===== src/rtl/core/nfaa_pkg.sv =====
// Shared constants and codes for the next free address allocator.
`default_nettype none
package nfaa_pkg;
  localparam int unsigned AddrBitsDef = 10;
  localparam int unsigned AddrW       = 10;
  localparam int unsigned CountW      = 11;
  localparam int unsigned StatusW     = 2;
  localparam int unsigned CfgW        = 4;
  localparam int unsigned PaddrW      = 3;
  localparam int unsigned PdataW      = 32;

  localparam logic [CfgW-1:0] AddrBitsReset = 4'd10;

  localparam logic KindAlloc = 1'b0;
  localparam logic KindFree  = 1'b1;

  localparam logic [StatusW-1:0] StatusDone      = 2'd0;
  localparam logic [StatusW-1:0] StatusExhausted = 2'd1;
  localparam logic [StatusW-1:0] StatusNotAlloc  = 2'd2;

  localparam logic RegAddrBits = 1'b0;
endpackage
`default_nettype wire


===== src/rtl/core/next_free_address_allocator_top.sv =====
// Top level of the next free address allocator: tree walker, node memory and register port.
//
// channel  | handshake                | beat payload
// ---------+--------------------------+-------------------------------------------
// request  | start_i while !busy_o    | kind_i, address_i
// result   | result_valid_o, 1 cycle  | granted_address_o, status_o, pool_empty_o,
//          |                          | allocated_count_o
// config   | APB write, pready high   | pwdata[3:0] = address_bits
//
// A request walks the tree through a single-port node memory with a registered read;
// busy_o stays high until the result beat, so a new request waits until the walk is done.
// After reset and after every address_bits write a clearing pass wipes all 2^(ADDR_BITS+1)
// node memory entries while busy_o stays high.
// The receiver cannot stall: each result beat is shown for exactly one cycle.
`default_nettype none
module next_free_address_allocator_top #(
  parameter int unsigned ADDR_BITS = nfaa_pkg::AddrBitsDef
) (
  input  wire                                   clk_i,
  input  wire                                   rst_ni,
  input  wire                                   start_i,
  output logic                                  busy_o,
  input  wire                                   kind_i,
  input  wire  [nfaa_pkg::AddrW-1:0]            address_i,
  output logic                                  result_valid_o,
  output logic [nfaa_pkg::AddrW-1:0]            granted_address_o,
  output logic [nfaa_pkg::StatusW-1:0]          status_o,
  output logic                                  pool_empty_o,
  output logic [nfaa_pkg::CountW-1:0]           allocated_count_o,
  input  wire                                   psel,
  input  wire                                   penable,
  input  wire                                   pwrite,
  input  wire  [nfaa_pkg::PaddrW-1:0]           paddr,
  input  wire  [nfaa_pkg::PdataW-1:0]           pwdata,
  output logic [nfaa_pkg::PdataW-1:0]           prdata,
  output logic                                  pready
);
  localparam int unsigned NodeW  = ADDR_BITS + 1;
  localparam int unsigned Depth  = 2 ** NodeW;
  localparam int unsigned AW     = nfaa_pkg::AddrW;
  localparam int unsigned CW     = nfaa_pkg::CountW;

  typedef enum logic [8:0] {
    StIdle   = 9'b000000001,
    StClear  = 9'b000000010,
    StLeaf   = 9'b000000100,
    StClimb  = 9'b000001000,
    StSib    = 9'b000010000,
    StDesc   = 9'b000100000,
    StDchk   = 9'b001000000,
    StFix    = 9'b010000000,
    StFixChk = 9'b100000000
  } state_e;

  state_e                     state_q, state_d;
  logic [nfaa_pkg::CfgW-1:0]  cfg_q, cfg_d;
  logic [NodeW-1:0]           node_q, node_d;
  logic [NodeW-1:0]           leaf_q, leaf_d;
  logic [NodeW-1:0]           clr_q, clr_d;
  logic [NodeW-1:0]           used_q, used_d;
  logic                       val_q, val_d;
  logic                       kind_q, kind_d;
  logic                       rv_q, rv_d;
  logic [AW-1:0]              gnt_q, gnt_d;
  logic [nfaa_pkg::StatusW-1:0] st_q, st_d;

  logic                       mem [Depth];
  logic                       rd_q;
  logic [NodeW-1:0]           mem_ra;
  logic [NodeW-1:0]           mem_wa;
  logic                       mem_we;
  logic                       mem_wd;

  logic [3:0]                 h_eff;
  logic [NodeW-1:0]           size_w;
  logic [NodeW-1:0]           mask_w;
  logic [NodeW+AW-1:0]        addr_wide;
  logic [NodeW-1:0]           addr_in;
  logic [NodeW+AW-1:0]        gnt_wide;
  logic [NodeW+CW-1:0]        cnt_wide;
  logic                       cfg_wr;
  logic                       accept;
  logic                       is_leaf;

  // Effective width: zero counts as one, anything above the built depth is clamped.
  always_comb begin
    h_eff = cfg_q;
    if (cfg_q == '0) begin
      h_eff = 4'd1;
    end else if ({1'b0, cfg_q} > 5'(ADDR_BITS)) begin
      h_eff = 4'(ADDR_BITS);
    end
  end

  assign size_w    = NodeW'(1) << h_eff;
  assign mask_w    = size_w - NodeW'(1);
  assign addr_wide = {{NodeW{1'b0}}, address_i};
  assign addr_in   = addr_wide[NodeW-1:0] & mask_w;
  assign is_leaf   = (node_q & size_w) != '0;
  assign gnt_wide  = {{AW{1'b0}}, leaf_q & mask_w};
  assign cnt_wide  = {{CW{1'b0}}, used_q};

  assign cfg_wr = psel && penable && pwrite && (paddr[2] == nfaa_pkg::RegAddrBits);
  assign busy_o = (state_q != StIdle);
  assign accept = start_i && !busy_o;

  assign pready = 1'b1;
  assign prdata = (paddr[2] == nfaa_pkg::RegAddrBits) ?
                  {{(nfaa_pkg::PdataW-nfaa_pkg::CfgW){1'b0}}, cfg_q} : '0;

  assign result_valid_o    = rv_q;
  assign granted_address_o = gnt_q;
  assign status_o          = st_q;
  assign pool_empty_o      = (used_q == '0);
  assign allocated_count_o = cnt_wide[CW-1:0];

  always_comb begin
    state_d = state_q;
    cfg_d   = cfg_q;
    node_d  = node_q;
    leaf_d  = leaf_q;
    clr_d   = clr_q;
    used_d  = used_q;
    val_d   = val_q;
    kind_d  = kind_q;
    rv_d    = 1'b0;
    gnt_d   = gnt_q;
    st_d    = st_q;
    mem_ra  = node_q;
    mem_we  = 1'b0;
    mem_wa  = node_q;
    mem_wd  = 1'b0;

    case (state_q)
      StIdle: begin
        if (accept) begin
          node_d  = size_w | addr_in;
          mem_ra  = size_w | addr_in;
          kind_d  = kind_i;
          state_d = StLeaf;
        end
      end
      StClear: begin
        mem_we = 1'b1;
        mem_wa = clr_q;
        clr_d  = clr_q + NodeW'(1);
        if (clr_q == '1) begin
          state_d = StIdle;
        end
      end
      StLeaf: begin
        leaf_d = node_q;
        if (kind_q == nfaa_pkg::KindFree) begin
          if (rd_q) begin
            mem_we  = 1'b1;
            val_d   = 1'b0;
            state_d = StFix;
          end else begin
            rv_d    = 1'b1;
            gnt_d   = '0;
            st_d    = nfaa_pkg::StatusNotAlloc;
            state_d = StIdle;
          end
        end else if (!rd_q) begin
          mem_we  = 1'b1;
          mem_wd  = 1'b1;
          val_d   = 1'b1;
          state_d = StFix;
        end else begin
          state_d = StClimb;
        end
      end
      // node_q is full; look for a free right sibling on the way up.
      StClimb: begin
        if (node_q == NodeW'(1)) begin
          rv_d    = 1'b1;
          gnt_d   = '0;
          st_d    = nfaa_pkg::StatusExhausted;
          state_d = StIdle;
        end else if (!node_q[0]) begin
          node_d  = node_q | NodeW'(1);
          mem_ra  = node_q | NodeW'(1);
          state_d = StSib;
        end else begin
          node_d = node_q >> 1;
        end
      end
      StSib: begin
        state_d = rd_q ? StClimb : StDesc;
      end
      // node_q is not full; take the leftmost non-full child down to a leaf.
      StDesc: begin
        if (is_leaf) begin
          leaf_d  = node_q;
          mem_we  = 1'b1;
          mem_wd  = 1'b1;
          val_d   = 1'b1;
          state_d = StFix;
        end else begin
          node_d  = node_q << 1;
          mem_ra  = node_q << 1;
          state_d = StDchk;
        end
      end
      StDchk: begin
        if (rd_q) begin
          node_d = node_q | NodeW'(1);
        end
        state_d = StDesc;
      end
      StFix: begin
        if (node_q == NodeW'(1)) begin
          rv_d    = 1'b1;
          gnt_d   = gnt_wide[AW-1:0];
          st_d    = nfaa_pkg::StatusDone;
          used_d  = (kind_q == nfaa_pkg::KindFree) ? used_q - NodeW'(1)
                                                   : used_q + NodeW'(1);
          state_d = StIdle;
        end else begin
          mem_ra  = node_q ^ NodeW'(1);
          state_d = StFixChk;
        end
      end
      StFixChk: begin
        mem_we  = 1'b1;
        mem_wa  = node_q >> 1;
        mem_wd  = val_q & rd_q;
        val_d   = val_q & rd_q;
        node_d  = node_q >> 1;
        state_d = StFix;
      end
      default: begin
        state_d = StIdle;
      end
    endcase

    // A register write empties the pool and restarts the clearing pass.
    if (cfg_wr) begin
      cfg_d   = pwdata[nfaa_pkg::CfgW-1:0];
      used_d  = '0;
      clr_d   = '0;
      state_d = StClear;
    end
  end

  always_ff @(posedge clk_i or negedge rst_ni) begin
    if (!rst_ni) begin
      state_q <= StClear;
      cfg_q   <= nfaa_pkg::AddrBitsReset;
      clr_q   <= '0;
      used_q  <= '0;
      rv_q    <= 1'b0;
    end else begin
      state_q <= state_d;
      cfg_q   <= cfg_d;
      clr_q   <= clr_d;
      used_q  <= used_d;
      rv_q    <= rv_d;
    end
  end

  always_ff @(posedge clk_i) begin
    node_q <= node_d;
    leaf_q <= leaf_d;
    val_q  <= val_d;
    kind_q <= kind_d;
    gnt_q  <= gnt_d;
    st_q   <= st_d;
  end

  always_ff @(posedge clk_i) begin
    if (mem_we) begin
      mem[mem_wa] <= mem_wd;
    end
    rd_q <= mem[mem_ra];
  end
endmodule
`default_nettype wire

===== config.mk =====
export PLATFORM = sky130hd
export DESIGN_NAME = next_free_address_allocator_top
export DESIGN_NICKNAME = d
export VERILOG_FILES = /design/src/rtl/core/nfaa_pkg.sv /design/src/rtl/core/next_free_address_allocator_top.sv
export SDC_FILE = /design/constraint.sdc
export NUM_CORES = 2
export LEC_CHECK = 0
export ABC_AREA = 1
export ABC_CLOCK_PERIOD_IN_PS = 43600
export BUFFER_PORTS_ARGS = -buffer_cell sky130_fd_sc_hd__buf_2
export CORE_MARGIN = 4
export CORE_UTILIZATION = 30
export CTS_BUF_LIST = sky130_fd_sc_hd__clkbuf_4
export DETAILED_ROUTE_END_ITERATION = 12
export PLACE_DENSITY = 0.48
export SYNTH_ARGS = -nofsm -noshare
export SYNTH_HDL_FRONTEND = slang
export SYNTH_SLANG_ARGS = --single-unit

===== constraint.sdc =====
create_clock -name clk_i -period 43.6 [get_ports clk_i]
set_clock_uncertainty 0.2 [all_clocks]
set_input_delay 8.72 -clock clk_i [delete_from_list [all_inputs] [get_ports clk_i]]
set_output_delay 8.72 -clock clk_i [all_outputs]
set_load 0.01 [all_outputs]

==> results.md <==
* Final ANT Viol Nets at 0
* Initial antenna violation count at 14
* Clock buffer depth at 4
* Switching power at 3.90 mW
* Final Max Slew Viols at 0
* Power per cell area at 76.0 nW/um2
* Peak VDD IR at 77.6 uV
* Final worst path period share at 41.3%
* I/O Pins at 111
* CTS root buffer: clkbuf_4
* Tmin final at 18.01 ns
* Max_slew headroom at 12.3%
* Fmax at 0.0555 GHz
* Slew @ Worst Pin at 1.31 ns
* Clk sinks at 2120
* Vias in the first global route at 73101
* Placed cell areas at 100000 um2
* WP data required at 34.68 ns
* Flops & latches, synth at 2120
* Hold-fix buffers, CTS at 0
* Final Cell Area at 108000 um2
* DP HPWL at 157 mm
* Hold_ws at 0.293 ns
* Synth area leader: edfxtp_1
* CP startpoint kind: input pin
* Layout cells sized above 1 at 12.1%
* CORE AREA at 322000 um2
* Num rows at 208
* First-pass GRT wire length at 482 mm
* WS Path Type: input pin to output pin
* Remaining Overflow, GRT at 0
* Final hold viol count at 0
* Vias at 74992
* Pint at 4.32 mW
* Fillers at 33562
* Seq/Total Area, Yosys at 65.2%
* Skew-Pair Late Insertion Delay at 1.33 ns
* Critical path peak fanout at 5
* Synth warn at 0
* Area grow syn2layout at 10.9%
* CP arrival at 9.09 ns
* Setup violators final at 0
* Most frequent cells in the layout: nand3_1, nor2_1, edfxtp_1, nand2_1, clkbuf_4
* Mean Syn Cell Area at 9.84 um2
* Final net count at 9891
* Top cell type's share of synthesized area at 64.2%
* Post-CTS setup buffers at 0
* Worst setup margin at 25.59 ns
* DIE AREA at 334000 um2
* Commonest non-fill, non-tap cell in the layout: nand3_1
* Post-synth cell types at 55
* Syn Std Cell Area at 97400 um2
* Post-cts gate resize count at 0
* Status: completed
* Max_cap viols at 0
* CTS tree: yes
* Pin count of the biggest net entering global routing at 156
* Remaining DRCs at 0
* RSZ-0062 raised after global routing: no
* Seq pwr share at 28.4%
* CTS clk-pin slew, worst paths at 0.06 ns
* Combinational power share at 48.8%
* Pre-CTS setup slack at 25.59 ns
* Chip height at 578 um
* Total length of routed wires at 331 mm
* GPL Wtd Cong at 0.782
* Initial drt markers at 7990
* Tot GR Track Use at 19.2%
* Starting Density at 30.2%
* Number of I/O port buffers at 51
* Clock share of power at 22.8%
* TNS Setup at 0 ns
* Mapped Cells at 9901
* Drt pass-1 iters at 6
* Cell leakage power at 36.1 nW
* Critical Path Sink Type: output pin
* Average wire per standard cell at 22.8 um
* H-Tree Depth at 6
* Vias per cell at 5.15
* Worst min path class: flip-flop to flip-flop
* CTS buffer count at 606
* Net switching fraction of the power at 47.4%
* Die X at 578 um
* Top post-synthesis cells by area: edfxtp_1, nand3_1, nor2_1
==> power by group through the flow <==
stage / clock [mW] / combinational, mW / sequential (mW)
after floorplan: 0 / 2.66 / 2.63
after global placement: 0 / 3.99 / 2.37
after detailed placement: 0 / 4.00 / 2.38
after CTS: 1.92 / 4.01 / 2.33
after global routing: 2.04 / 4.36 / 2.33
final: 1.87 / 4.00 / 2.33
==> flip-flops by register name, summed over array words and instances (netlist names) <==
register	count
allocated_count_o	11
cfg_q	4
status_o	2
val_q	1
state_q	9
granted_address_o	10
result_valid_o	1
node_q	11
rd_q	1
clr_q	11
kind_q	1
mem	2048
leaf_q	10
==> worst max-delay path, cell delays in order <==
cell    delay, ns
buf_2        0.13
nor2_1       0.10
buf_2        0.13
==> kinds of logic after synthesis <==
kind of cell / count (synthesis) / synth area share (%)
other: 2 / 0.00771
adders and majority gates: 16 / 0.213
DFF: 2120 / 65.2
buffers and inverters: 1066 / 5.20
and+or+nand+nor: 6561 / 28.5
xor gates and xnor gates: 8 / 0.0719
AOI/OAI and AO/OA: 128 / 0.835
==> metal layers <==
layer  part of all wire (%)  routed length (um)  up-vias  track usage [%]
li1                       -                   -    33899                -
met2                     48              159000     2812             32.4
met3                    7.0               23200      573             3.07
met5                  0.012                  41        -                0
met4                    2.9                9600        6             5.88
met1                     42              140000    37702             25.2
==> worst paths after layout <==
| path | end | start | slack, ns | cells after the start |
|---|---|---|---|---|
| min in group asynchronous | state_q[2]$_DFFE_PN0P_ | rst_ni | 7.34 | 1 |
| worst max register to register | rd_q$_DFF_P_ | node_q[0]$_DFFE_PP_ | 34.99 | 28 |
| worst max-delay path | prdata[2] | paddr[2] | 25.59 | 3 |
| worst min register to register | clr_q[2]$_DFFE_PN0P_ | clr_q[2]$_DFFE_PN0P_ | 0.29 | 1 |
| max in group asynchronous | clr_q[7]$_DFFE_PN0P_ | rst_ni | 35.24 | 1 |
| worst min-delay path | clr_q[2]$_DFFE_PN0P_ | clr_q[2]$_DFFE_PN0P_ | 0.29 | 1 |
==> cells in the mapped netlist, drive strengths merged <==
library cell  count
a2111oi           1
a211oi            2
a21o              1
a21oi            35
a221oi            8
a22o              1
a22oi             1
a31oi             7
a32oi             2
buf             493
clkbuf          407
clkinv            3
conb              2
dfrtp            33
dfstp             3
dfxtp             1
edfxtp         2083
fa                1
ha               15
inv             163
nand2          1980
nand3          2339
nand3b            1
nand4             5
nor2           2190
nor3             36
nor3b             5
nor4              4
o211ai            7
o21a              3
o21ai            33
o21bai            1
o22ai            19
o311ai            1
o31ai             3
o32ai             3
or2               1
xnor2             3
xor2              5
==> metrics by stage <==
step / util [%] / cells / total power [mW]
CTS: 33.5 / 14544 / 8.27
detailed placement: 31.1 / 13520 / 6.37
global placement: 31.1 / 13520 / 6.37
floorplan: - / 9929 / 5.29
global route: 33.5 / 14553 / 8.73
finish: 33.5 / 14561 / 8.21
==> cell type report <==
cell class              count  area [um2]  area share (%)
repair buffers            186        1440            1.34
diodes                     17        42.5          0.0394
multi-input cells        6743       29400            27.2
flip-flops and latches   2120       63500            58.8
clock inverters           124         881           0.815
well taps                4305        5390            4.99
inverters                 166         657           0.608
clock buffers             900        6760            6.25
Note: power is estimated with default switching activity, not from simulation.
